==> config.mk <==
export PLATFORM = sky130hd
export DESIGN_NAME = hhsc_back
export DESIGN_NICKNAME = d
export VERILOG_FILES = /design/src/sv/hhsc_pkg.sv /design/src/sv/hhsc_back.sv
export VERILOG_INCLUDE_DIRS = /design/src /design/src/sv
export SDC_FILE = /design/constraint.sdc
export NUM_CORES = 1
export LEC_CHECK = 0
export BUFFER_PORTS_ARGS = -buffer_cell sky130_fd_sc_hd__clkbuf_2
export CAP_MARGIN = 20
export CORE_MARGIN = 3
export CORE_UTILIZATION = 60
export CTS_CLUSTER_DIAMETER = 80
export DETAILED_ROUTE_END_ITERATION = 7
export GPL_ROUTABILITY_DRIVEN = 0
export PLACE_DENSITY = 0.82
export RECOVER_POWER = 100
export SYNTH_ARGS = -nofsm -noshare
export SYNTH_HDL_FRONTEND = slang
export SYNTH_SLANG_ARGS = --single-unit
==> constraint.sdc <==
create_clock -name clock -period 5.8 [get_ports clock]
set_input_delay 0.58 -clock clock [delete_from_list [all_inputs] [get_ports clock]]
set_output_delay 0.58 -clock clock [all_outputs]
set_load 0.05 [all_outputs]
==> src/sv/http_header_syntax_checker_macros.svh <==
// assertion macros shared by the header checker modules
`ifndef HTTP_HEADER_SYNTAX_CHECKER_MACROS_SVH
`define HTTP_HEADER_SYNTAX_CHECKER_MACROS_SVH

// same-cycle implication, disabled while reset is high
`define HHSC_ASSERT_IMPL(label, clk, rst, ante, cons) \
   label: assert property (@(posedge clk) disable iff (rst) (ante) |-> (cons)) \
      else $error("hhsc assertion failed");

// next-cycle implication, disabled while reset is high
`define HHSC_ASSERT_NEXT(label, clk, rst, ante, cons) \
   label: assert property (@(posedge clk) disable iff (rst) (ante) |=> (cons)) \
      else $error("hhsc assertion failed");

`endif

==> src/sv/hhsc_pkg.sv <==
// shared types, constants and text tables of the http header checker
`timescale 1ns / 1ps

package hhsc_pkg;

   // saturation limits and counter widths
   localparam int URI_MAX    = 4095;
   localparam int HEADER_MAX = 255;
   localparam int URI_CW     = $clog2(URI_MAX + 1);
   localparam int HDR_CW     = $clog2(HEADER_MAX + 1);

   // byte queue between front and back
   localparam int QUEUE_DEPTH = 4;
   localparam int QPTR_W      = $clog2(QUEUE_DEPTH);
   localparam int QCNT_W      = $clog2(QUEUE_DEPTH + 1);

   // characters
   localparam logic [7:0] CH_SPACE = 8'h20;
   localparam logic [7:0] CH_CR    = 8'h0D;
   localparam logic [7:0] CH_COLON = 8'h3A;
   localparam logic [7:0] CH_ZERO  = 8'h30;
   localparam logic [7:0] CH_ONE   = 8'h31;
   localparam logic [7:0] CH_FIVE  = 8'h35;
   localparam logic [7:0] CH_NINE  = 8'h39;

   // token positions
   localparam logic [3:0] VER_DIGIT_POS = 4'd7;
   localparam logic [3:0] VER_LEN       = 4'd8;
   localparam logic [3:0] STATUS_LEN    = 4'd3;

   typedef enum logic [2:0] {
      PH_IDLE,
      PH_METHOD,
      PH_URI,
      PH_RVER,
      PH_SVER,
      PH_STATUS,
      PH_REASON,
      PH_HEADER
   } phase_type;

   typedef enum logic [1:0] {
      VD_OK,
      VD_BAD_START,
      VD_BAD_HEADER,
      VD_NO_BLANK
   } verdict_type;

   typedef enum logic [1:0] {
      MT_GET,
      MT_POST,
      MT_CONNECT,
      MT_NONE
   } method_type;

   typedef struct packed {
      logic       is_space;
      logic       is_cr;
      logic       is_colon;
      logic       is_digit;
      logic       is_status_lead;
      logic       is_zero;
      logic       is_minor;
      logic [3:0] digit;
   } byte_class_type;

   typedef struct packed {
      logic [7:0]     data_byte;
      logic           is_request;
      logic           first_of_message;
      logic           last_of_message;
      byte_class_type cls;
   } item_type;

   typedef struct packed {
      logic empty;
      logic full;
   } queue_status_type;

   function automatic logic [3:0] method_len(input logic [1:0] idx);
      logic [3:0] len;
      case (idx)
         MT_GET:  len = 4'd3;
         MT_POST: len = 4'd4;
         default: len = 4'd7;
      endcase
      return len;
   endfunction

   function automatic logic [7:0] method_char(input logic [1:0] idx, input logic [2:0] pos);
      logic [55:0] text;
      logic [7:0]  ch;
      case (idx)
         MT_GET:  text = {"GET", 32'd0};
         MT_POST: text = {"POST", 24'd0};
         default: text = "CONNECT";
      endcase
      case (pos)
         3'd0:    ch = text[55:48];
         3'd1:    ch = text[47:40];
         3'd2:    ch = text[39:32];
         3'd3:    ch = text[31:24];
         3'd4:    ch = text[23:16];
         3'd5:    ch = text[15:8];
         3'd6:    ch = text[7:0];
         default: ch = 8'h00;
      endcase
      return ch;
   endfunction

   function automatic logic [7:0] ver_char(input logic [2:0] pos);
      logic [55:0] text;
      logic [7:0]  ch;
      text = "HTTP/1.";
      case (pos)
         3'd0:    ch = text[55:48];
         3'd1:    ch = text[47:40];
         3'd2:    ch = text[39:32];
         3'd3:    ch = text[31:24];
         3'd4:    ch = text[23:16];
         3'd5:    ch = text[15:8];
         3'd6:    ch = text[7:0];
         default: ch = 8'h00;
      endcase
      return ch;
   endfunction

endpackage

==> src/sv/hhsc_back.sv <==
// back end: per-byte parser state machine and result register
`timescale 1ns / 1ps
`include "http_header_syntax_checker_macros.svh"

module hhsc_back (
   input  logic                       clock,
   input  logic                       reset,
   input  hhsc_pkg::item_type         item_i,
   input  hhsc_pkg::queue_status_type q_status,
   output logic                       pop_o,
   output logic                       rsp_valid,
   input  logic                       rsp_stall,
   output logic [1:0]                 rsp_verdict,
   output logic [1:0]                 rsp_method,
   output logic                       rsp_minor_version,
   output logic [9:0]                 rsp_status_code,
   output logic [11:0]                rsp_uri_length,
   output logic [7:0]                 rsp_header_count,
   output logic                       rsp_was_request
);
   import hhsc_pkg::*;

   // parser state
   phase_type         phase_ff, phase_in;
   logic [3:0]        tpos_ff, tpos_in;
   logic [2:0]        cand_ff, cand_in;
   logic              minor_ff, minor_in;
   logic [9:0]        status_ff, status_in;
   logic [URI_CW-1:0] uri_ff, uri_in;
   logic [HDR_CW-1:0] hdr_ff, hdr_in;
   logic              colon_ff, colon_in;
   logic              lbc_ff, lbc_in;
   logic              skip_ff, skip_in;
   logic              req_ff, req_in;
   logic              finished_ff, finished_in;

   // state as seen by this byte, after a message start
   phase_type         c_phase;
   logic [3:0]        c_tpos;
   logic [2:0]        c_cand;
   logic              c_minor;
   logic [9:0]        c_status;
   logic [URI_CW-1:0] c_uri;
   logic [HDR_CW-1:0] c_hdr;
   logic              c_colon;
   logic              c_lbc;
   logic              c_skip;
   logic              c_req;
   logic              c_finished;

   logic              ver_ok;
   logic [2:0]        sel;
   logic              code_valid;
   verdict_type       code;
   logic              out_free;
   logic              load;

   // result register
   logic              rsp_valid_ff, rsp_valid_in;
   verdict_type       verdict_ff, verdict_in;
   method_type        method_ff, method_in;
   logic              minor_out_ff, minor_out_in;
   logic [9:0]        status_out_ff, status_out_in;
   logic [11:0]       uri_out_ff, uri_out_in;
   logic [7:0]        hdr_out_ff, hdr_out_in;
   logic              req_out_ff, req_out_in;

   assign out_free = !rsp_valid_ff || !rsp_stall;
   assign pop_o    = !q_status.empty && out_free;
   assign load     = pop_o && code_valid;

   // message start override
   always_comb begin
      c_phase    = phase_ff;
      c_tpos     = tpos_ff;
      c_cand     = cand_ff;
      c_minor    = minor_ff;
      c_status   = status_ff;
      c_uri      = uri_ff;
      c_hdr      = hdr_ff;
      c_colon    = colon_ff;
      c_lbc      = lbc_ff;
      c_skip     = skip_ff;
      c_req      = req_ff;
      c_finished = finished_ff;
      if (item_i.first_of_message) begin
         c_phase    = item_i.is_request ? PH_METHOD : PH_SVER;
         c_tpos     = '0;
         c_cand     = 3'b111;
         c_minor    = 1'b0;
         c_status   = '0;
         c_uri      = '0;
         c_hdr      = '0;
         c_colon    = 1'b0;
         c_lbc      = 1'b0;
         c_skip     = 1'b0;
         c_req      = item_i.is_request;
         c_finished = 1'b0;
      end
   end

   // version token byte check
   always_comb begin
      if (c_tpos < VER_DIGIT_POS) begin
         ver_ok = (item_i.data_byte == ver_char(c_tpos[2:0]));
      end else if (c_tpos == VER_DIGIT_POS) begin
         ver_ok = item_i.cls.is_minor;
      end else begin
         ver_ok = 1'b0;
      end
   end

   // next state
   always_comb begin
      phase_in    = c_phase;
      tpos_in     = c_tpos;
      cand_in     = c_cand;
      minor_in    = c_minor;
      status_in   = c_status;
      uri_in      = c_uri;
      hdr_in      = c_hdr;
      colon_in    = c_colon;
      lbc_in      = c_lbc;
      skip_in     = c_skip;
      req_in      = c_req;
      finished_in = c_finished;
      sel         = '0;
      code_valid  = 1'b0;
      code        = VD_OK;
      if (!c_finished) begin
         if (c_skip) begin
            skip_in = 1'b0;
         end else begin
            case (c_phase)
               PH_METHOD: begin
                  if (item_i.cls.is_space) begin
                     for (int i = 0; i < 3; i++) begin
                        sel[i] = c_cand[i] && (method_len(2'(i)) == c_tpos);
                     end
                  end else begin
                     for (int i = 0; i < 3; i++) begin
                        sel[i] = c_cand[i] && (c_tpos < method_len(2'(i)))
                                 && (item_i.data_byte == method_char(2'(i), c_tpos[2:0]));
                     end
                  end
                  if (sel == '0) begin
                     code_valid = 1'b1;
                     code       = VD_BAD_START;
                  end else if (item_i.cls.is_space) begin
                     cand_in  = sel;
                     phase_in = PH_URI;
                     tpos_in  = '0;
                  end else begin
                     cand_in = sel;
                     tpos_in = c_tpos + 1'b1;
                  end
               end
               PH_URI: begin
                  if (item_i.cls.is_cr || (item_i.cls.is_space && c_uri == '0)) begin
                     code_valid = 1'b1;
                     code       = VD_BAD_START;
                  end else if (item_i.cls.is_space) begin
                     phase_in = PH_RVER;
                     tpos_in  = '0;
                  end else if (c_uri < URI_CW'(URI_MAX)) begin
                     uri_in = c_uri + 1'b1;
                  end
               end
               PH_RVER: begin
                  if (item_i.cls.is_cr) begin
                     if (c_tpos != VER_LEN) begin
                        code_valid = 1'b1;
                        code       = VD_BAD_START;
                     end else begin
                        phase_in = PH_HEADER;
                        colon_in = 1'b0;
                        lbc_in   = 1'b0;
                        skip_in  = 1'b1;
                     end
                  end else if (!ver_ok) begin
                     code_valid = 1'b1;
                     code       = VD_BAD_START;
                  end else begin
                     tpos_in = c_tpos + 1'b1;
                     if (c_tpos == VER_DIGIT_POS) begin
                        minor_in = item_i.data_byte[0];
                     end
                  end
               end
               PH_SVER: begin
                  if (item_i.cls.is_space) begin
                     if (c_tpos != VER_LEN) begin
                        code_valid = 1'b1;
                        code       = VD_BAD_START;
                     end else begin
                        phase_in = PH_STATUS;
                        tpos_in  = '0;
                     end
                  end else if (item_i.cls.is_cr || !ver_ok) begin
                     code_valid = 1'b1;
                     code       = VD_BAD_START;
                  end else begin
                     tpos_in = c_tpos + 1'b1;
                     if (c_tpos == VER_DIGIT_POS) begin
                        minor_in = item_i.data_byte[0];
                     end
                  end
               end
               PH_STATUS: begin
                  if (item_i.cls.is_space) begin
                     if (c_tpos != STATUS_LEN) begin
                        code_valid = 1'b1;
                        code       = VD_BAD_START;
                     end else begin
                        phase_in = PH_REASON;
                     end
                  end else begin
                     case (c_tpos)
                        4'd0: begin
                           if (item_i.cls.is_status_lead) begin
                              status_in = (10'(item_i.cls.digit) << 6)
                                        + (10'(item_i.cls.digit) << 5)
                                        + (10'(item_i.cls.digit) << 2);
                              tpos_in   = c_tpos + 1'b1;
                           end else begin
                              code_valid = 1'b1;
                              code       = VD_BAD_START;
                           end
                        end
                        4'd1: begin
                           if (item_i.cls.is_zero) begin
                              tpos_in = c_tpos + 1'b1;
                           end else begin
                              code_valid = 1'b1;
                              code       = VD_BAD_START;
                           end
                        end
                        4'd2: begin
                           if (item_i.cls.is_digit) begin
                              status_in = c_status + 10'(item_i.cls.digit);
                              tpos_in   = c_tpos + 1'b1;
                           end else begin
                              code_valid = 1'b1;
                              code       = VD_BAD_START;
                           end
                        end
                        default: begin
                           code_valid = 1'b1;
                           code       = VD_BAD_START;
                        end
                     endcase
                  end
               end
               PH_REASON: begin
                  if (item_i.cls.is_cr) begin
                     phase_in = PH_HEADER;
                     colon_in = 1'b0;
                     lbc_in   = 1'b0;
                     skip_in  = 1'b1;
                  end
               end
               default: begin
                  if (item_i.cls.is_cr) begin
                     if (!c_lbc) begin
                        code_valid = 1'b1;
                        code       = VD_OK;
                     end else if (!c_colon) begin
                        code_valid = 1'b1;
                        code       = VD_BAD_HEADER;
                     end else begin
                        if (c_hdr < HDR_CW'(HEADER_MAX)) begin
                           hdr_in = c_hdr + 1'b1;
                        end
                        phase_in = PH_HEADER;
                        colon_in = 1'b0;
                        lbc_in   = 1'b0;
                        skip_in  = 1'b1;
                     end
                  end else if (item_i.cls.is_colon && !c_colon && !c_lbc) begin
                     code_valid = 1'b1;
                     code       = VD_BAD_HEADER;
                  end else begin
                     if (item_i.cls.is_colon) begin
                        colon_in = 1'b1;
                     end
                     lbc_in = 1'b1;
                  end
               end
            endcase
         end
         if (!code_valid && item_i.last_of_message) begin
            code_valid = 1'b1;
            code       = VD_NO_BLANK;
         end
      end
      if (code_valid) begin
         finished_in = 1'b1;
      end
   end

   // verdict fields
   always_comb begin
      verdict_in = code;
      method_in  = MT_NONE;
      if (req_in && (phase_in inside {PH_URI, PH_RVER, PH_HEADER})) begin
         if (cand_in[0]) begin
            method_in = MT_GET;
         end else if (cand_in[1]) begin
            method_in = MT_POST;
         end else if (cand_in[2]) begin
            method_in = MT_CONNECT;
         end
      end
      if (req_in) begin
         minor_out_in = (phase_in == PH_HEADER) && minor_in;
      end else begin
         minor_out_in = (phase_in inside {PH_STATUS, PH_REASON, PH_HEADER}) && minor_in;
      end
      status_out_in = (!req_in && (phase_in inside {PH_REASON, PH_HEADER})) ? status_in : '0;
      uri_out_in    = req_in ? 12'(uri_in) : '0;
      hdr_out_in    = 8'(hdr_in);
      req_out_in    = req_in;
      rsp_valid_in  = out_free ? load : rsp_valid_ff;
   end

   always_ff @(posedge clock) begin
      if (reset) begin
         phase_ff    <= PH_IDLE;
         tpos_ff     <= '0;
         cand_ff     <= 3'b111;
         minor_ff    <= 1'b0;
         status_ff   <= '0;
         uri_ff      <= '0;
         hdr_ff      <= '0;
         colon_ff    <= 1'b0;
         lbc_ff      <= 1'b0;
         skip_ff     <= 1'b0;
         req_ff      <= 1'b0;
         finished_ff <= 1'b1;
      end else if (pop_o) begin
         phase_ff    <= phase_in;
         tpos_ff     <= tpos_in;
         cand_ff     <= cand_in;
         minor_ff    <= minor_in;
         status_ff   <= status_in;
         uri_ff      <= uri_in;
         hdr_ff      <= hdr_in;
         colon_ff    <= colon_in;
         lbc_ff      <= lbc_in;
         skip_ff     <= skip_in;
         req_ff      <= req_in;
         finished_ff <= finished_in;
      end
   end

   always_ff @(posedge clock) begin
      if (reset) begin
         rsp_valid_ff <= 1'b0;
      end else begin
         rsp_valid_ff <= rsp_valid_in;
      end
   end

   always_ff @(posedge clock) begin
      if (load) begin
         verdict_ff    <= verdict_in;
         method_ff     <= method_in;
         minor_out_ff  <= minor_out_in;
         status_out_ff <= status_out_in;
         uri_out_ff    <= uri_out_in;
         hdr_out_ff    <= hdr_out_in;
         req_out_ff    <= req_out_in;
      end
   end

   assign rsp_valid         = rsp_valid_ff;
   assign rsp_verdict       = verdict_ff;
   assign rsp_method        = method_ff;
   assign rsp_minor_version = minor_out_ff;
   assign rsp_status_code   = status_out_ff;
   assign rsp_uri_length    = uri_out_ff;
   assign rsp_header_count  = hdr_out_ff;
   assign rsp_was_request   = req_out_ff;

   `HHSC_ASSERT_NEXT(a_verdict_ends_message, clock, reset, load, finished_ff)
   `HHSC_ASSERT_NEXT(a_verdict_shown, clock, reset, load, rsp_valid_ff)
   `HHSC_ASSERT_NEXT(a_verdict_held, clock, reset, rsp_valid_ff && rsp_stall, rsp_valid_ff && $stable(verdict_ff))

endmodule

-- After elaboration in Yosys (flattened, before gate mapping)
Index checks and enable logic that the tools add are counted.
- flip-flop bits (word level): 83
- latch bits: 0
- memory bits (writable): 0
- ROM bits: 0
- input port bits: 27
- output and inout port bits: 38
- logic and storage cells: 304
- memories kept: 0
- add/sub/neg operators: 6
- multiply operators: 0
- divide/modulo/power cells: 0
- magnitude comparators: 6
- eq/ne operators: 29
- shifts and indexed selects: 0
- multiplexer cells: 201
- bitwise gates (word level): 0
- reduce and logical (&&, ||, !) cells: 42
- operators with widths (operator ; number):
    $mux W8 ; 21
    $mux W4 ; 40
    $mux W12 ; 7
    $mux W3 ; 27
    $mux W1 ; 73
    $mux W10 ; 7
    $pmux W7 S6 ; 1
    $pmux W7 S5 ; 1
    $eq A8 B8 Y1 ; 4
    $pmux W7 S4 ; 1
    $eq A3 B3 Y1 const B ; 9
    $pmux W7 S3 ; 1
    $mux W2 ; 10
    $pmux W10 S2 ; 1
    $pmux W4 S5 ; 1
    $logic_and A1 B1 Y1 ; 19
    $eq A3 B2 Y1 const B ; 6
    $pmux W3 S6 ; 1
    $add A12 B1 Y12 const B ; 1
    $eq A4 B4 Y1 ; 3
    $logic_not A12 Y1 ; 1
    $lt A12 B12 Y1 const B ; 1
    $lt A4 B4 Y1 ; 3
    $pmux W1 S3 ; 4
    27 further kinds ; 41

-- Logic depth before layout (Yosys ltp)
- word-level depth: 24
- depth in mapped cells: 17
- gate-level depth less buffers: 12

-- Least setup slack after synthesis
OpenSTA, ideal clock, no wires.
- kind: input to register
- from: in item_i[12] in the netlist's numbering
- to: reg hdr_out_ff[0] (netlist: rsp_header_count[0]) (enable)
- setup time: 0.429 ns
- data arrival time: 3.852 ns
- required time: 5.371 ns
- path slack: 1.519 ns
- cell stages on the path: 10
- buffers on the path: 4
- cells stage by stage: buf_2 -> buf_2 -> buf_2 -> buf_4 -> o31ai_1 -> a21oi_1 -> o311a_1 -> a21oi_1 -> nor3_1 -> nor2_1
- word-level cells in the longest chain between the ends: 24
- elaborated cells on any way between the ends: 105
- those cells by class: order compare: 4; eq/ne: 24; mux: 50; reduce/logical: 27
- ends and longest elaborated chain (element ; RTL line ; RTL):
    from (decl) ; hhsc_back.sv:8 ; input hhsc_pkg::item_type item_i,
    $mux W4 ; hhsc_back.sv:86 ; if (item_i.first_of_message) begin
    $eq A3 B3 Y1 (tied with other cells) ; hhsc_pkg.sv:98, hhsc_pkg.sv:115 ;
    $reduce_or A2 Y1 (no source line) ; n/a ;
    $pmux W7 S5 ; hhsc_pkg.sv:98 ; case (pos)
    $mux W8 ; hhsc_back.sv:136 ; if (item_i.cls.is_space) begin
    $mux W8 ; hhsc_back.sv:134 ; case (c_phase)
    $mux W8 ; hhsc_back.sv:131 ; if (c_skip) begin
    $mux W8 ; hhsc_back.sv:130 ; if (!c_finished) begin
    (+9 left out) ; n/a ;
    $mux W1 ; hhsc_back.sv:131 ;
    $mux W1 ; hhsc_back.sv:130 ;
    $logic_not A1 Y1 ; hhsc_back.sv:291 ; if (!code_valid && item_i.last_of_message) begin
    $logic_and A1 B1 Y1 ; hhsc_back.sv:291 ;
    $mux W1 ; hhsc_back.sv:291 ;
    $mux W1 * ; hhsc_back.sv:130 ;
    $logic_and A1 B1 Y1 * ; hhsc_back.sv:70 ; assign load = pop_o && code_valid;
    named net load ; hhsc_back.sv:56 ; logic load;
    to (signal assigned) ; hhsc_back.sv:371 ; hdr_out_ff <= hdr_out_in;
    to (decl) ; hhsc_back.sv:65 ; logic [7:0] hdr_out_ff, hdr_out_in;
The timed path passes the listed nets; every way through them passes the cells marked *. The select of a mux whose other input is x is not followed.
A chain may end at the register's enable or synchronous reset.

-- Final worst setup path
- from: in item_i[12] in the netlist's numbering
- to: reg uri_out_ff[11] (netlist: rsp_uri_length[11]) (data pin)
- word-level cells in the longest chain between the ends: 8
- elaborated cells on any way between the ends: 17
- those cells by class: add/sub: 1; order compare: 1; eq/ne: 1; mux: 11; reduce/logical: 3
- ends and longest elaborated chain (element ; RTL line ; RTL):
    $mux W12 ; hhsc_back.sv:86 ;
    $add A12 B1 Y12 (tied with other cells) ; hhsc_back.sv:166 ; uri_in = c_uri + 1'b1;
    $mux W12 or $logic_and A1 B1 Y1 (tied branches) ; hhsc_back.sv:165, hhsc_back.sv:159 ;
    $mux W12 or $logic_or A1 B1 Y1 (tied branches) ; hhsc_back.sv:162, hhsc_back.sv:159 ;
    $mux W12 ; hhsc_back.sv:159 ; if (item_i.cls.is_cr || (item_i.cls.is_space && c_uri == '0)) begin
    $mux W12 ; hhsc_back.sv:134 ;
    $mux W12 ; hhsc_back.sv:131 ;
    $mux W12 ; hhsc_back.sv:130 ;
    to (signal assigned) ; hhsc_back.sv:370 ; uri_out_ff <= uri_out_in;
    to (decl) ; hhsc_back.sv:64 ; logic [11:0] uri_out_ff, uri_out_in;
Several ways; a longest one is shown, not always the timed one.

==> impl_metrics.json <==
{
  "power_w": 0.00135,
  "min_period_over_period_pct": 76.2,
  "yosysWarnings": 0,
  "dieArea_sq_mm": 0.0115,
  "rsz0062_at_grt": "no",
  "io_pins": 65,
  "worstReg2RegEnd": "rsp_uri_length[1]$_SDFFCE_PN0P_",
  "async_flop_share_pct": 0,
  "syn_to_final_growth_pct": 6.32,
  "max-slew-margin-rel_pct": -18.5,
  "post_drt_wl_per_cell_um": 17.3,
  "fin_nets": 838,
  "grt_use_met3_pct": 4.20,
  "synth_cell_type_count": 88,
  "synth_ff_type": "dfxtp_1",
  "cts_tree": "yes",
  "synth_edf_count": 36,
  "power_density_mw_per_mm2": 206,
  "synth_area_leaders": "edfxtp_1 18%, dfxtp_1 15%, nor2_1 5.4%",
  "tns_ps": 0,
  "synth_top_area_share_pct": 17.5,
  "yosysTopAreaCell": "edfxtp_1",
  "cts_buffer_depth": 2,
  "die_h_um": 107,
  "synth_fp_nets": 811,
  "final_hold_viol_count": 0,
  "portBuffers": 63,
  "violations": "max-capacitance violations, max-slew violations",
  "finalSetupViolCount": 0,
  "worstSetupStartpointType": "primary input",
  "whs_ps": 490,
  "diodes": 0,
  "crit_required_ps": 5900,
  "core_sq_mm": 0.00991,
  "drc": 0,
  "syn_inst": 771,
  "min_path_type": "reg2reg",
  "reg2reg_from": "tpos_ff[2]$_SDFFE_PP0P_",
  "drive_gt1_share_pct": 7.61,
  "cts_root_buffer": "clkbuf_8",
  "ys_seq_area_share_pct": 32.7,
  "drt_pass1_iterations": 5,
  "cts_buffers": 9,
  "grt_first_pass_wirelength_mm": 26.6,
  "clk_pin_slew_ps": 80,
  "finalMaxSlewViolations": 38,
  "initial_core_util_pct": 62.3,
  "status": "finished, violations left",
  "critical_path.endpoint_type": "flip-flop",
  "ctsHoldBuffers": 0,
  "overflow": 0,
  "hold_end": "uri_ff[1]$_SDFFE_PP0P_",
  "met2_usage_pct": 47.0,
  "vias": 6151,
  "fin_cells": 935,
  "wl_mm": 16.2,
  "cts_setup_buffers": 0,
  "ys_top_cells_by_count": "89 x nor2_1, 85 x nand2_1, 61 x a21oi_1",
  "grt_max_degree": 53,
  "grt_antenna_before_repair": 0,
  "gr-max-usage-layer": "met2",
  "worst_slew_pin_slew_ps": 1780,
  "dieWidth_um": 107,
  "clock_latency_ps": 370,
  "vias_per_cell": 6.58,
  "grt_usage_pct": 28.2,
  "grtUsageMet1_pct": 36.7,
  "yosysMostFrequentCell": "nor2_1",
  "path_class": "in2reg",
  "rrSetupSlack_ps": 1870,
  "synth_area_per_cell_sq_um": 8.01,
  "fmax_mhz": 226,
  "fin_skew_ps": 20.4,
  "path_max_fanout": 52,
  "rows": 36,
  "worstPathArrival_ps": 4520,
  "leakage_nw": 2.25,
  "clock_sinks": 83,
  "ant_nets": 0,
  "htree_levels": 3,
  "dp_hpwl_mm": 11.1,
  "cts.repair.resized": 0,
  "holdPathStages": 2,
  "drtIter0Drc": 611,
  "dp.cells": 919,
  "hp-start": "uri_ff[1]$_SDFFE_PP0P_",
  "ir_worst_vdd_mv": 0.106,
  "reg2reg_depth": 9,
  "syn-cell-area_sq_mm": 0.00618,
  "cap_violations": 1,
  "grt_pass1_vias": 5737,
  "fin_crit_ps": 4420,
  "synth_seq_cells": 83
}
[cell usage in the layout (no fill, tap or decap), types with 4 or more instances in the layout]
cell type and count:
a2111oi_0 5, a211oi_1 16, a21o_1 13, a21oi_1 61, a22oi_1 10, a31oi_1 10
a32oi_1 4, and2_1 7, and3_1 11, buf_4 5, clkbuf_1 40, clkbuf_2 25
clkbuf_8 9, dfxtp_1 47, edfxtp_1 36, ha_1 11, inv_1 21, mux2i_1 7
nand2_1 86, nand2b_1 13, nand3_1 22, nand3b_1 4, nand4_1 11, nand4b_1 4
nor2_1 89, nor2b_1 23, nor3_1 22, nor3b_1 6, nor4_1 8, o211ai_1 12
o21ai_0 34, o22ai_1 7, o31a_1 4, o31ai_1 4, or4_1 5, xnor2_1 16
xor2_1 12
[logic make-up (layout without fill, tap and decap cells)]
group                    count (synthesis)  count (layout)  share of synthesized area (%)
AND/OR/NAND/NOR                        336             336                           28.5
AO/OA/AOI/OAI                          226             226                           25.4
flip-flops                              83              83                           32.7
buffers and inverters                   77             108                           5.19
XOR/XNOR                                28              28                           3.97
adder cells (fa/ha/maj)                 13              13                           2.88
multiplexers                             8               8                           1.32
[metrics by stage]
| stage | setup slack, ps | utilization [%] | cell area, sq um |
|---|---|---|---|
| final | 1380 | 66.3 | 6570 |
| after CTS | 1800 | 67.2 | 6660 |
| after detailed placement | 1530 | 65.4 | 6480 |
| after global routing | 1120 | 66.3 | 6570 |
| after global placement | 1660 | 65.4 | 6480 |
| after floorplan | 1520 | - | 6180 |
[worst max-delay path, stage by stage]
cell and delay [ps]:
buf_2 390, clkinv_1 200, clkbuf_1 980, nand2_1 190, inv_1 150, ha_1 260, nand2_1 140, nor4_1 780
nor4b_4 160, nor2b_1 230, and3_1 230, xnor2_1 150, nor2_1 60
[sequential cells by signal, indices dropped and copies added, names as in the netlist]
name               cells
cand_ff                3
colon_ff               1
finished_ff            1
hdr_ff                 8
lbc_ff                 1
minor_ff               1
phase_ff               3
req_ff                 1
rsp_header_count       8
rsp_method             2
rsp_minor_version      1
rsp_status_code       10
rsp_uri_length        12
rsp_valid              1
rsp_verdict            2
rsp_was_request        1
skip_ff                1
status_ff             10
tpos_ff                4
uri_ff                12
[cell type report]
| type | count | area [sq um] |
|---|---|---|
| well taps | 133 | 166 |
| fillers | 873 | 3340 |
| flip-flops and latches | 83 | 2020 |
| clock inverters | 5 | 53.8 |
| clock buffers | 10 | 128 |
| inverters | 22 | 82.6 |
| repair buffers | 71 | 334 |
| multi-input cells | 611 | 3780 |
[power by group]
group          total (W)  switching [W]  internal (W)
sequential      0.000654      0.0000194      0.000635
combinational   0.000291       0.000208     0.0000833
clock           0.000407       0.000211      0.000196
total            0.00135       0.000438      0.000914
[layer usage]
metal / share of wire (%) / routed length [um]
met1: 41 / 6650
met2: 47 / 7660
met3: 8.2 / 1330
met4: 3.5 / 571
met5: 0 / 0
[how the worst max path moves through the flow]
stage | from | slack [ps] | to | cells past startpoint
floorplan | item_i[12] | 1520 | rsp_header_count[0]$_DFFE_PP_ | 10
finish | item_i[12] | 1380 | rsp_uri_length[11]$_SDFFCE_PN0P_ | 13
global placement | item_i[12] | 1660 | rsp_uri_length[4]$_SDFFCE_PN0P_ | 9
detailed placement | item_i[12] | 1530 | rsp_uri_length[1]$_SDFFCE_PN0P_ | 9
CTS | tpos_ff[2]$_SDFFE_PP0P_ | 1800 | rsp_uri_length[1]$_SDFFCE_PN0P_ | 8
global route | item_i[12] | 1120 | uri_ff[11]$_SDFFE_PP0P_ | 13
Power figures use the tool's default switching activity.
